`config.mk`:
```
export PLATFORM = sky130hd
export DESIGN_NAME = riff_wave_chunk_parser
export DESIGN_NICKNAME = d
export VERILOG_FILES = /design/src/rwcp_pkg.sv /design/src/rwcp_core.sv /design/src/rwcp_queue.sv /design/src/riff_wave_chunk_parser.sv
export SDC_FILE = /design/constraint.sdc
export NUM_CORES = 2
export LEC_CHECK = 0
export BUFFER_PORTS_ARGS = -buffer_cell sky130_fd_sc_hd__buf_2
export CAP_MARGIN = 20
export CORE_UTILIZATION = 48
export CTS_BUF_LIST = sky130_fd_sc_hd__clkbuf_4 sky130_fd_sc_hd__clkbuf_8
export CTS_CLUSTER_SIZE = 30
export DETAILED_ROUTE_END_ITERATION = 8
export GPL_ROUTABILITY_DRIVEN = 0
export SYNTH_ARGS = -nofsm -noshare
export SYNTH_HDL_FRONTEND = slang
export SYNTH_SLANG_ARGS = --single-unit
```
`constraint.sdc`:
```
create_clock -name clk -period 8 [get_ports clk]
set_input_delay 0.8 -clock clk [delete_from_list [all_inputs] [get_ports clk]]
set_output_delay 0.8 -clock clk [all_outputs]
set_load 0.05 [all_outputs]
```
`src/rwcp_pkg.sv`:
```
`default_nettype none

package rwcp_pkg;

    localparam int POSITION_BITS_DEFAULT = 34;
    localparam int QUEUE_DEPTH = 4;

    localparam logic [31:0] TAG_RIFF = 32'h5249_4646;
    localparam logic [31:0] TAG_WAVE = 32'h5741_5645;
    localparam logic [31:0] TAG_FMT  = 32'h666D_7420;
    localparam logic [31:0] TAG_DATA = 32'h6461_7461;
    localparam int FMT_CAPTURE = 16;

    typedef enum logic [2:0] {
        KIND_DATA_START = 3'd0,
        KIND_SAMPLE     = 3'd1,
        KIND_REPORT     = 3'd2,
        KIND_NOT_WAVE   = 3'd3,
        KIND_TRUNC_FMT  = 3'd4
    } rwcp_kind_t;

    typedef struct packed {
        rwcp_kind_t  kind;
        logic [7:0]  sample;
        logic [15:0] fmt_tag;
        logic [15:0] channels;
        logic [31:0] rate;
        logic [15:0] sample_bits;
        logic        last;
    } rwcp_result_t;

    typedef struct packed {
        logic [1:0]   count;
        rwcp_result_t first;
        rwcp_result_t second;
    } rwcp_push_t;

endpackage

`default_nettype wire

```
`src/rwcp_core.sv`:
```
`default_nettype none

module rwcp_core #(
    parameter int POSITION_BITS = rwcp_pkg::POSITION_BITS_DEFAULT
) (
    input  wire logic               clk,
    input  wire logic               rst_n,
    input  wire logic               accept,
    input  wire logic [7:0]         data_byte,
    input  wire logic               final_byte,
    output rwcp_pkg::rwcp_push_t    push
);

    localparam int P  = POSITION_BITS;
    localparam int SW = ((P > 32) ? P : 32) + 2;
    localparam logic [P-1:0] POS_MAX = '1;

    typedef enum logic [1:0] {
        PH_HEADER,
        PH_WALK,
        PH_REJECT
    } phase_t;

    typedef enum logic [1:0] {
        CK_NONE,
        CK_FMT,
        CK_DATA
    } chunk_t;

    phase_t       phase_reg, phase_next;
    chunk_t       chunk_reg, chunk_next;
    logic [P-1:0] pos_reg, pos_next;
    logic [P-1:0] riff_end_reg, riff_end_next;
    logic [P-1:0] nha_reg, nha_next;
    logic [P:0]   cbe_reg, cbe_next;
    logic [63:0]  shift_reg, shift_next;
    logic [15:0]  ftag_reg, ftag_next;
    logic [15:0]  chan_reg, chan_next;
    logic [31:0]  rate_reg, rate_next;
    logic [15:0]  bits_reg, bits_next;

    logic [P:0]    p_ext;
    logic [P-1:0]  body;
    logic [31:0]   low;
    logic [31:0]   size;
    logic [3:0]    off;
    logic [SW-1:0] riff_sum;
    logic [SW-1:0] data_sum;
    logic [SW-1:0] next_sum;
    logic          live;
    logic          hdr_hit;
    logic          slot0_valid;
    rwcp_pkg::rwcp_result_t slot0;
    rwcp_pkg::rwcp_result_t fin_res;

    always_comb
    begin
        phase_next    = phase_reg;
        chunk_next    = chunk_reg;
        pos_next      = pos_reg;
        riff_end_next = riff_end_reg;
        nha_next      = nha_reg;
        cbe_next      = cbe_reg;
        shift_next    = shift_reg;
        ftag_next     = ftag_reg;
        chan_next     = chan_reg;
        rate_next     = rate_reg;
        bits_next     = bits_reg;
        slot0_valid   = 1'b0;
        slot0         = '0;
        fin_res       = '0;
        push          = '0;

        live     = (pos_reg != POS_MAX);
        p_ext    = {1'b0, pos_reg};
        body     = pos_reg + P'(1);
        low      = {shift_reg[23:0], data_byte};
        size     = {low[7:0], low[15:8], low[23:16], low[31:24]};
        off      = 4'(p_ext - cbe_reg);
        riff_sum = SW'(8) + SW'(size);
        data_sum = SW'(body) + SW'(size);
        next_sum = data_sum + SW'(size[0]);
        hdr_hit  = ((({1'b0, nha_reg}) + (P+1)'(7)) == p_ext)
                && ((({1'b0, nha_reg}) + (P+1)'(8)) <= {1'b0, riff_end_reg});

        if (live)
        begin
            pos_next   = body;
            shift_next = {shift_reg[55:0], data_byte};
            unique case (phase_reg)
                PH_HEADER:
                begin
                    if (pos_reg == P'(3) && low != rwcp_pkg::TAG_RIFF)
                        phase_next = PH_REJECT;
                    else if (pos_reg == P'(7))
                        riff_end_next = (riff_sum > SW'(POS_MAX)) ? POS_MAX : riff_sum[P-1:0];
                    else if (pos_reg == P'(11))
                        phase_next = (low == rwcp_pkg::TAG_WAVE) ? PH_WALK : PH_REJECT;
                end
                PH_WALK:
                begin
                    if (chunk_reg == CK_FMT && p_ext < cbe_reg)
                    begin
                        if (off < 4'd2)
                        begin
                            if (off[0]) ftag_next[15:8] = data_byte;
                            else        ftag_next[7:0]  = data_byte;
                        end
                        else if (off < 4'd4)
                        begin
                            if (off[0]) chan_next[15:8] = data_byte;
                            else        chan_next[7:0]  = data_byte;
                        end
                        else if (off < 4'd8)
                        begin
                            rate_next[off[1:0]*8 +: 8] = data_byte;
                        end
                        else if (off >= 4'd14)
                        begin
                            if (off[0]) bits_next[15:8] = data_byte;
                            else        bits_next[7:0]  = data_byte;
                        end
                        if ((p_ext + (P+1)'(1)) >= cbe_reg)
                            chunk_next = CK_NONE;
                    end
                    else if (chunk_reg == CK_DATA && p_ext < cbe_reg)
                    begin
                        slot0_valid  = 1'b1;
                        slot0.kind   = rwcp_pkg::KIND_SAMPLE;
                        slot0.sample = data_byte;
                        if ((p_ext + (P+1)'(1)) >= cbe_reg)
                            chunk_next = CK_NONE;
                    end
                    if (hdr_hit)
                    begin
                        if (shift_next[63:32] == rwcp_pkg::TAG_FMT
                            && size >= 32'(rwcp_pkg::FMT_CAPTURE))
                        begin
                            chunk_next = CK_FMT;
                            cbe_next   = {1'b0, body} + (P+1)'(rwcp_pkg::FMT_CAPTURE);
                        end
                        else if (shift_next[63:32] == rwcp_pkg::TAG_DATA)
                        begin
                            slot0_valid = 1'b1;
                            slot0.kind  = rwcp_pkg::KIND_DATA_START;
                            cbe_next    = {1'b0, (data_sum > SW'(POS_MAX)) ? POS_MAX
                                                                        : data_sum[P-1:0]};
                            chunk_next  = (size != 32'd0) ? CK_DATA : CK_NONE;
                        end
                        else
                        begin
                            chunk_next = CK_NONE;
                        end
                        nha_next = (next_sum > SW'(POS_MAX)) ? POS_MAX : next_sum[P-1:0];
                    end
                end
                default:
                begin
                end
            endcase
        end

        if (phase_next != PH_WALK)
            fin_res.kind = rwcp_pkg::KIND_NOT_WAVE;
        else if (chunk_next == CK_FMT)
            fin_res.kind = rwcp_pkg::KIND_TRUNC_FMT;
        else
        begin
            fin_res.kind        = rwcp_pkg::KIND_REPORT;
            fin_res.fmt_tag     = ftag_next;
            fin_res.channels    = chan_next;
            fin_res.rate        = rate_next;
            fin_res.sample_bits = bits_next;
        end
        fin_res.last = 1'b1;

        if (accept)
        begin
            if (slot0_valid)
            begin
                push.first      = slot0;
                push.first.last = !final_byte;
                push.second     = fin_res;
                push.count      = final_byte ? 2'd2 : 2'd1;
            end
            else if (final_byte)
            begin
                push.first = fin_res;
                push.count = 2'd1;
            end
        end

        if (final_byte)
        begin
            phase_next    = PH_HEADER;
            chunk_next    = CK_NONE;
            pos_next      = '0;
            riff_end_next = '0;
            nha_next      = P'(12);
            cbe_next      = '0;
            shift_next    = '0;
            ftag_next     = '0;
            chan_next     = '0;
            rate_next     = '0;
            bits_next     = '0;
        end
    end

    always_ff @(posedge clk or negedge rst_n)
    begin
        if (!rst_n)
        begin
            phase_reg    <= PH_HEADER;
            chunk_reg    <= CK_NONE;
            pos_reg      <= '0;
            riff_end_reg <= '0;
            nha_reg      <= P'(12);
            cbe_reg      <= '0;
            shift_reg    <= '0;
            ftag_reg     <= '0;
            chan_reg     <= '0;
            rate_reg     <= '0;
            bits_reg     <= '0;
        end
        else if (accept)
        begin
            phase_reg    <= phase_next;
            chunk_reg    <= chunk_next;
            pos_reg      <= pos_next;
            riff_end_reg <= riff_end_next;
            nha_reg      <= nha_next;
            cbe_reg      <= cbe_next;
            shift_reg    <= shift_next;
            ftag_reg     <= ftag_next;
            chan_reg     <= chan_next;
            rate_reg     <= rate_next;
            bits_reg     <= bits_next;
        end
    end

    // chunks are only open while walking
    assert property (@(posedge clk) disable iff (!rst_n)
        (phase_reg != PH_WALK) |-> (chunk_reg == CK_NONE))
        else $error("chunk open outside chunk walk");

    // an open fmt capture ends within sixteen bytes
    assert property (@(posedge clk) disable iff (!rst_n)
        (chunk_reg == CK_FMT) |-> ((cbe_reg > p_ext)
            && ((cbe_reg - p_ext) <= (P+1)'(rwcp_pkg::FMT_CAPTURE))))
        else $error("fmt capture window out of range");

endmodule

`default_nettype wire

```
`src/rwcp_queue.sv`:
```
`default_nettype none

module rwcp_queue (
    input  wire logic                   clk,
    input  wire logic                   rst_n,
    input  wire rwcp_pkg::rwcp_push_t   push,
    input  wire logic                   pop,
    output logic                        space,
    output logic                        valid,
    output rwcp_pkg::rwcp_result_t      head
);

    localparam int DEPTH = rwcp_pkg::QUEUE_DEPTH;
    localparam int PTR_W = $clog2(DEPTH);
    localparam int CNT_W = $clog2(DEPTH + 1);

    rwcp_pkg::rwcp_result_t entry_reg [DEPTH];

    logic [PTR_W-1:0] wr_ptr_reg, wr_ptr_next;
    logic [PTR_W-1:0] rd_ptr_reg, rd_ptr_next;
    logic [CNT_W-1:0] count_reg, count_next;
    logic             do_pop;

    assign valid  = (count_reg != '0);
    assign space  = (count_reg <= CNT_W'(DEPTH - 2));
    assign head   = entry_reg[rd_ptr_reg];
    assign do_pop = pop && valid;

    always_comb
    begin
        wr_ptr_next = wr_ptr_reg + PTR_W'(push.count);
        rd_ptr_next = rd_ptr_reg + PTR_W'(do_pop);
        count_next  = count_reg + CNT_W'(push.count) - CNT_W'(do_pop);
    end

    always_ff @(posedge clk or negedge rst_n)
    begin
        if (!rst_n)
        begin
            wr_ptr_reg <= '0;
            rd_ptr_reg <= '0;
            count_reg  <= '0;
        end
        else
        begin
            wr_ptr_reg <= wr_ptr_next;
            rd_ptr_reg <= rd_ptr_next;
            count_reg  <= count_next;
        end
    end

    always_ff @(posedge clk)
    begin
        if (push.count != 2'd0)
            entry_reg[wr_ptr_reg] <= push.first;
        if (push.count == 2'd2)
            entry_reg[wr_ptr_reg + PTR_W'(1)] <= push.second;
    end

    assert property (@(posedge clk) disable iff (!rst_n)
        count_reg <= CNT_W'(DEPTH))
        else $error("result queue overfilled");

    // words are pushed only when two slots are free
    assert property (@(posedge clk) disable iff (!rst_n)
        (push.count != 2'd0) |-> space)
        else $error("push without room");

endmodule

`default_nettype wire

```
`src/riff_wave_chunk_parser.sv`:
```
`default_nettype none

// channel  | handshake                   | payload
// ---------+-----------------------------+------------------------------------------
// byte in  | byte_valid / byte_stall     | data_byte, final_byte
// result   | result_valid / result_stall | result_kind, sample_byte, format_tag,
//          |                             | channel_count, sample_rate,
//          |                             | bits_per_sample, last_of_run
//
// One byte per cycle while byte_stall is low; each byte is parsed in the cycle it is taken.
// Results go to a 4-word queue and leave one word per cycle while result_stall is low.
// A final byte that also carries a sample or data start makes two words.
// byte_stall is high while fewer than two queue slots are free.
// Reset clears the parse state and empties the queue.

module riff_wave_chunk_parser #(
    parameter int POSITION_BITS = rwcp_pkg::POSITION_BITS_DEFAULT
) (
    input  wire logic        clk,
    input  wire logic        rst_n,
    input  wire logic        byte_valid,
    output logic             byte_stall,
    input  wire logic [7:0]  data_byte,
    input  wire logic        final_byte,
    output logic             result_valid,
    input  wire logic        result_stall,
    output logic [2:0]       result_kind,
    output logic [7:0]       sample_byte,
    output logic [15:0]      format_tag,
    output logic [15:0]      channel_count,
    output logic [31:0]      sample_rate,
    output logic [15:0]      bits_per_sample,
    output logic             last_of_run
);

    rwcp_pkg::rwcp_push_t   push;
    rwcp_pkg::rwcp_result_t head;
    logic                   space;
    logic                   accept;

    assign byte_stall = !space;
    assign accept     = byte_valid && space;

    rwcp_core #(
        .POSITION_BITS (POSITION_BITS)
    ) u_core (
        .clk        (clk),
        .rst_n      (rst_n),
        .accept     (accept),
        .data_byte  (data_byte),
        .final_byte (final_byte),
        .push       (push)
    );

    rwcp_queue u_queue (
        .clk   (clk),
        .rst_n (rst_n),
        .push  (push),
        .pop   (!result_stall),
        .space (space),
        .valid (result_valid),
        .head  (head)
    );

    assign result_kind     = head.kind;
    assign sample_byte     = head.sample;
    assign format_tag      = head.fmt_tag;
    assign channel_count   = head.channels;
    assign sample_rate     = head.rate;
    assign bits_per_sample = head.sample_bits;
    assign last_of_run     = head.last;

endmodule

`default_nettype wire

```
==> results by group <==
Route
  • DR vias: between 20000 and 30000
  • DRT Wirelength: 117000 microns
  • Router iterations before antenna repair: 7
  • Routed Antenna Nets: 0
  • Drc violations: 0
  • WL/cell: 24.1 microns
  • Vias/cell: 6.04
  • DR iter-0 viols: 2815

Clock tree
  • Setup repair bufs after CTS: 0
  • TritonCTS clock tree: built
  • # resized after CTS: 0
  • Root Driver: clkbuf_8
  • CTS Buffer Depth: 3
  • CTS clk-pin slew, worst paths: 70 ps
  • H-tree depth: 3
  • Clk Latency, worst-skew pair: around 760 ps
  • Hold_buf cts: 0
  • TritonCTS buffer count: 109
  • Clock sink count: 651

STA
  • Achievable Freq: 0.138 GHz
  • Relative slew slack: 0.255
  • RSZ-0062 raised after global routing: no
  • Final slew viol count: 0
  • Layout Skew: between 40 and 50 ps
  • Setup tns final: 0 ps
  • Final setup viols: 0
  • Final Cycle Share: 0.903
  • Fin. Hold Viols: 0
  • Final min period: between 7000 and 8000 ps
  • Worst Tran Pin Value: ~1100 ps

Synth
  • Area leader, netlist: edfxtp_1
  • Largest cells by area after synthesis: edfxtp_1 (27%), dfrtp_1 (19%), mux4_2 (5.6%)
  • Ys flop type: edfxtp_1
  • Cells after synthesis: 3689
  • Synth Register Bits: 651
  • YS warnings: 0
  • Fraction of registers with async set/reset: 0.435
  • Share of the synthesized area in the top cell type: 0.271
  • Synthesized area per cell: 10.1 sq um
  • Seq/Total Area, Yosys: 0.478
  • Number of flops mapped to enable cells by yosys: around 340
  • Synthesized area: 37300 sq um
  • Synth unique cells: 90
  • Syn nets: between 3000 and 4000

Place
  • IO Port Bufs: between 100 and 150
  • Placed wire-length estimate: 80600 microns

Floorplanning
  • Initial Util: 0.488
  • Die span in y: approximately 280 microns
  • Ports: ~110
  • Die area: ~79000 sq um
  • Std-Cell Rows: around 100
  • CORE AREA: about 76000 sq um
  • DIE WIDTH: about 280 microns

Status
  • Status: complete, no violations

Worst setup path
  • Crit path launch: u_core.nha_reg[3]
  • Crit path DAT: ~7600 ps
  • Reg-to-Reg End: u_queue.entry_reg[2][5]
  • Critical path peak fanout: 45
  • Crit path capture type: flip-flop
  • Critical path class: reg2reg
  • Startpoint class of the critical path: flip-flop
  • R2R cell count: 20
  • Launch point of the worst reg-to-reg path: u_core.nha_reg[3]
  • WP data required: 8420 ps
  • Crit path to: u_queue.entry_reg[2][5]
  • Reg2Reg Setup Slack: about 770 ps

Finish
  • Most common cell after layout, fill and taps aside: nor2_1
  • Commonest non-fill, non-tap cells in the layout: nor2_1 (422), nand2_1 (341), edfxtp_1 (336)
  • Nets: 3912
  • Fill count: roughly 7000
  • Area delta synth->final: 10.9%
  • Max reg flops: 368
  • Final Core Density: 0.542
  • Fraction of layout cells with a size suffix above 1: 0.142

Power
  • Max rail drop VDD: approximately 0.26 mV
  • Leak pwr: about 16 nW
  • Pwr per Cell Area: ~250 nW/um^2

Global route
  • Initial antenna violation count: 5
  • Gr ovfl total: 0
  • Global-route wire length before repair: 178000 microns
  • Overall routing resource usage: 0.298
  • Vias in the first global route: ~29000
  • Largest net degree at the start of global routing: roughly 120

Min path
  • HP Class: in2async

Run
  • Max-cap violations: 0
[power breakdown]
| group | internal [W] | switching [W] |
|---|---|---|
| registers | 0.00370 | 0.000299 |
| logic | 0.00101 | 0.00227 |
| clock network | 0.00179 | 0.00145 |
| total | 0.00650 | 0.00402 |
[Yosys cell counts, drive strengths merged (64+ instances only)]
library cell	instances
buf	81
xor2	97
xnor2	120
o21ai	272
edfxtp	336
nor3	140
clkbuf	176
a21oi	139
ha	152
mux4	92
inv	142
nor2	423
a22oi	64
a22o	103
nand3	89
nand2	344
dfrtp	281
[layout make-up]
type | count | area (sq um) | share of cell area
diodes | 2 | 5.00 | 0.000121
repair buffers | 201 | 1340 | 0.0324
flip-flops and latches | 651 | 17800 | 0.431
multi-input cells | 2639 | 17900 | 0.434
clock inverters | 33 | 305 | 0.00738
clock buffers | 173 | 2110 | 0.0511
well taps | 1030 | 1290 | 0.0312
inverters | 142 | 543 | 0.0131
[layer usage]
layer / track usage / routed length (microns) / vias up
met3: 0.0380 / 7510 / 236
met1: 0.403 / 49700 / 14456
met2: 0.486 / 55100 / 1133
met4: 0.122 / 4870 / 2
met5: 0 / 13 / -
li1: - / - / 13615
[worst min path at each step]
stage,from,to,slack (ps)
after floorplan,u_core.cbe_reg[29],u_core.cbe_reg[29],440
after global placement,u_core.cbe_reg[30],u_core.cbe_reg[30],450
after detailed placement,u_core.cbe_reg[29],u_core.cbe_reg[29],460
after CTS,rst_n,u_core.shift_reg[5],160
after global routing,rst_n,u_core.shift_reg[14],230
final,rst_n,u_core.shift_reg[14],150
[cell families (layout without fill, tap and decap cells)]
group / after synthesis / count (layout) / synth area share
DFF: 651 / 651 / 0.478
muxes: 116 / 116 / 0.0621
buffers and inverters: 399 / 549 / 0.0432
xor gates and xnor gates: 217 / 217 / 0.0510
other: 0 / 2 / 0
AOI/OAI and AO/OA: 802 / 802 / 0.138
adders and majority gates: 155 / 155 / 0.0526
and+or+nand+nor: 1349 / 1349 / 0.175
[through the flow]
step,hold slack [ps],cell area [sq um],instances,setup WS (ps),total power (W)
floorplan,439,37300,3689,1200,0.00629
global placement,452,38900,4663,911,0.00731
detailed placement,456,38900,4663,794,0.00732
CTS,162,41300,4869,761,0.0106
global route,226,41300,4870,204,0.0109
finish,146,41300,4871,773,0.0105
[worst max-delay path, stage by stage, from the launching register on]
cell and delay, ps:
dfstp_2 620, ha_1 370, nand4_2 260, nor3_2 480, nand4_1 230, xnor2_1 180, ha_1 300, o21ai_0 190
nor2_1 70, a2111oi_0 580, nand4_1 150, o211ai_1 220, nand4b_1 170, nand4bb_1 450, o21ai_4 490, ha_1 280
nor2_1 80, or4_1 460, and2_1 290, inv_4 550, buf_4 440
No activity file was read; power rests on OpenSTA's default activity.
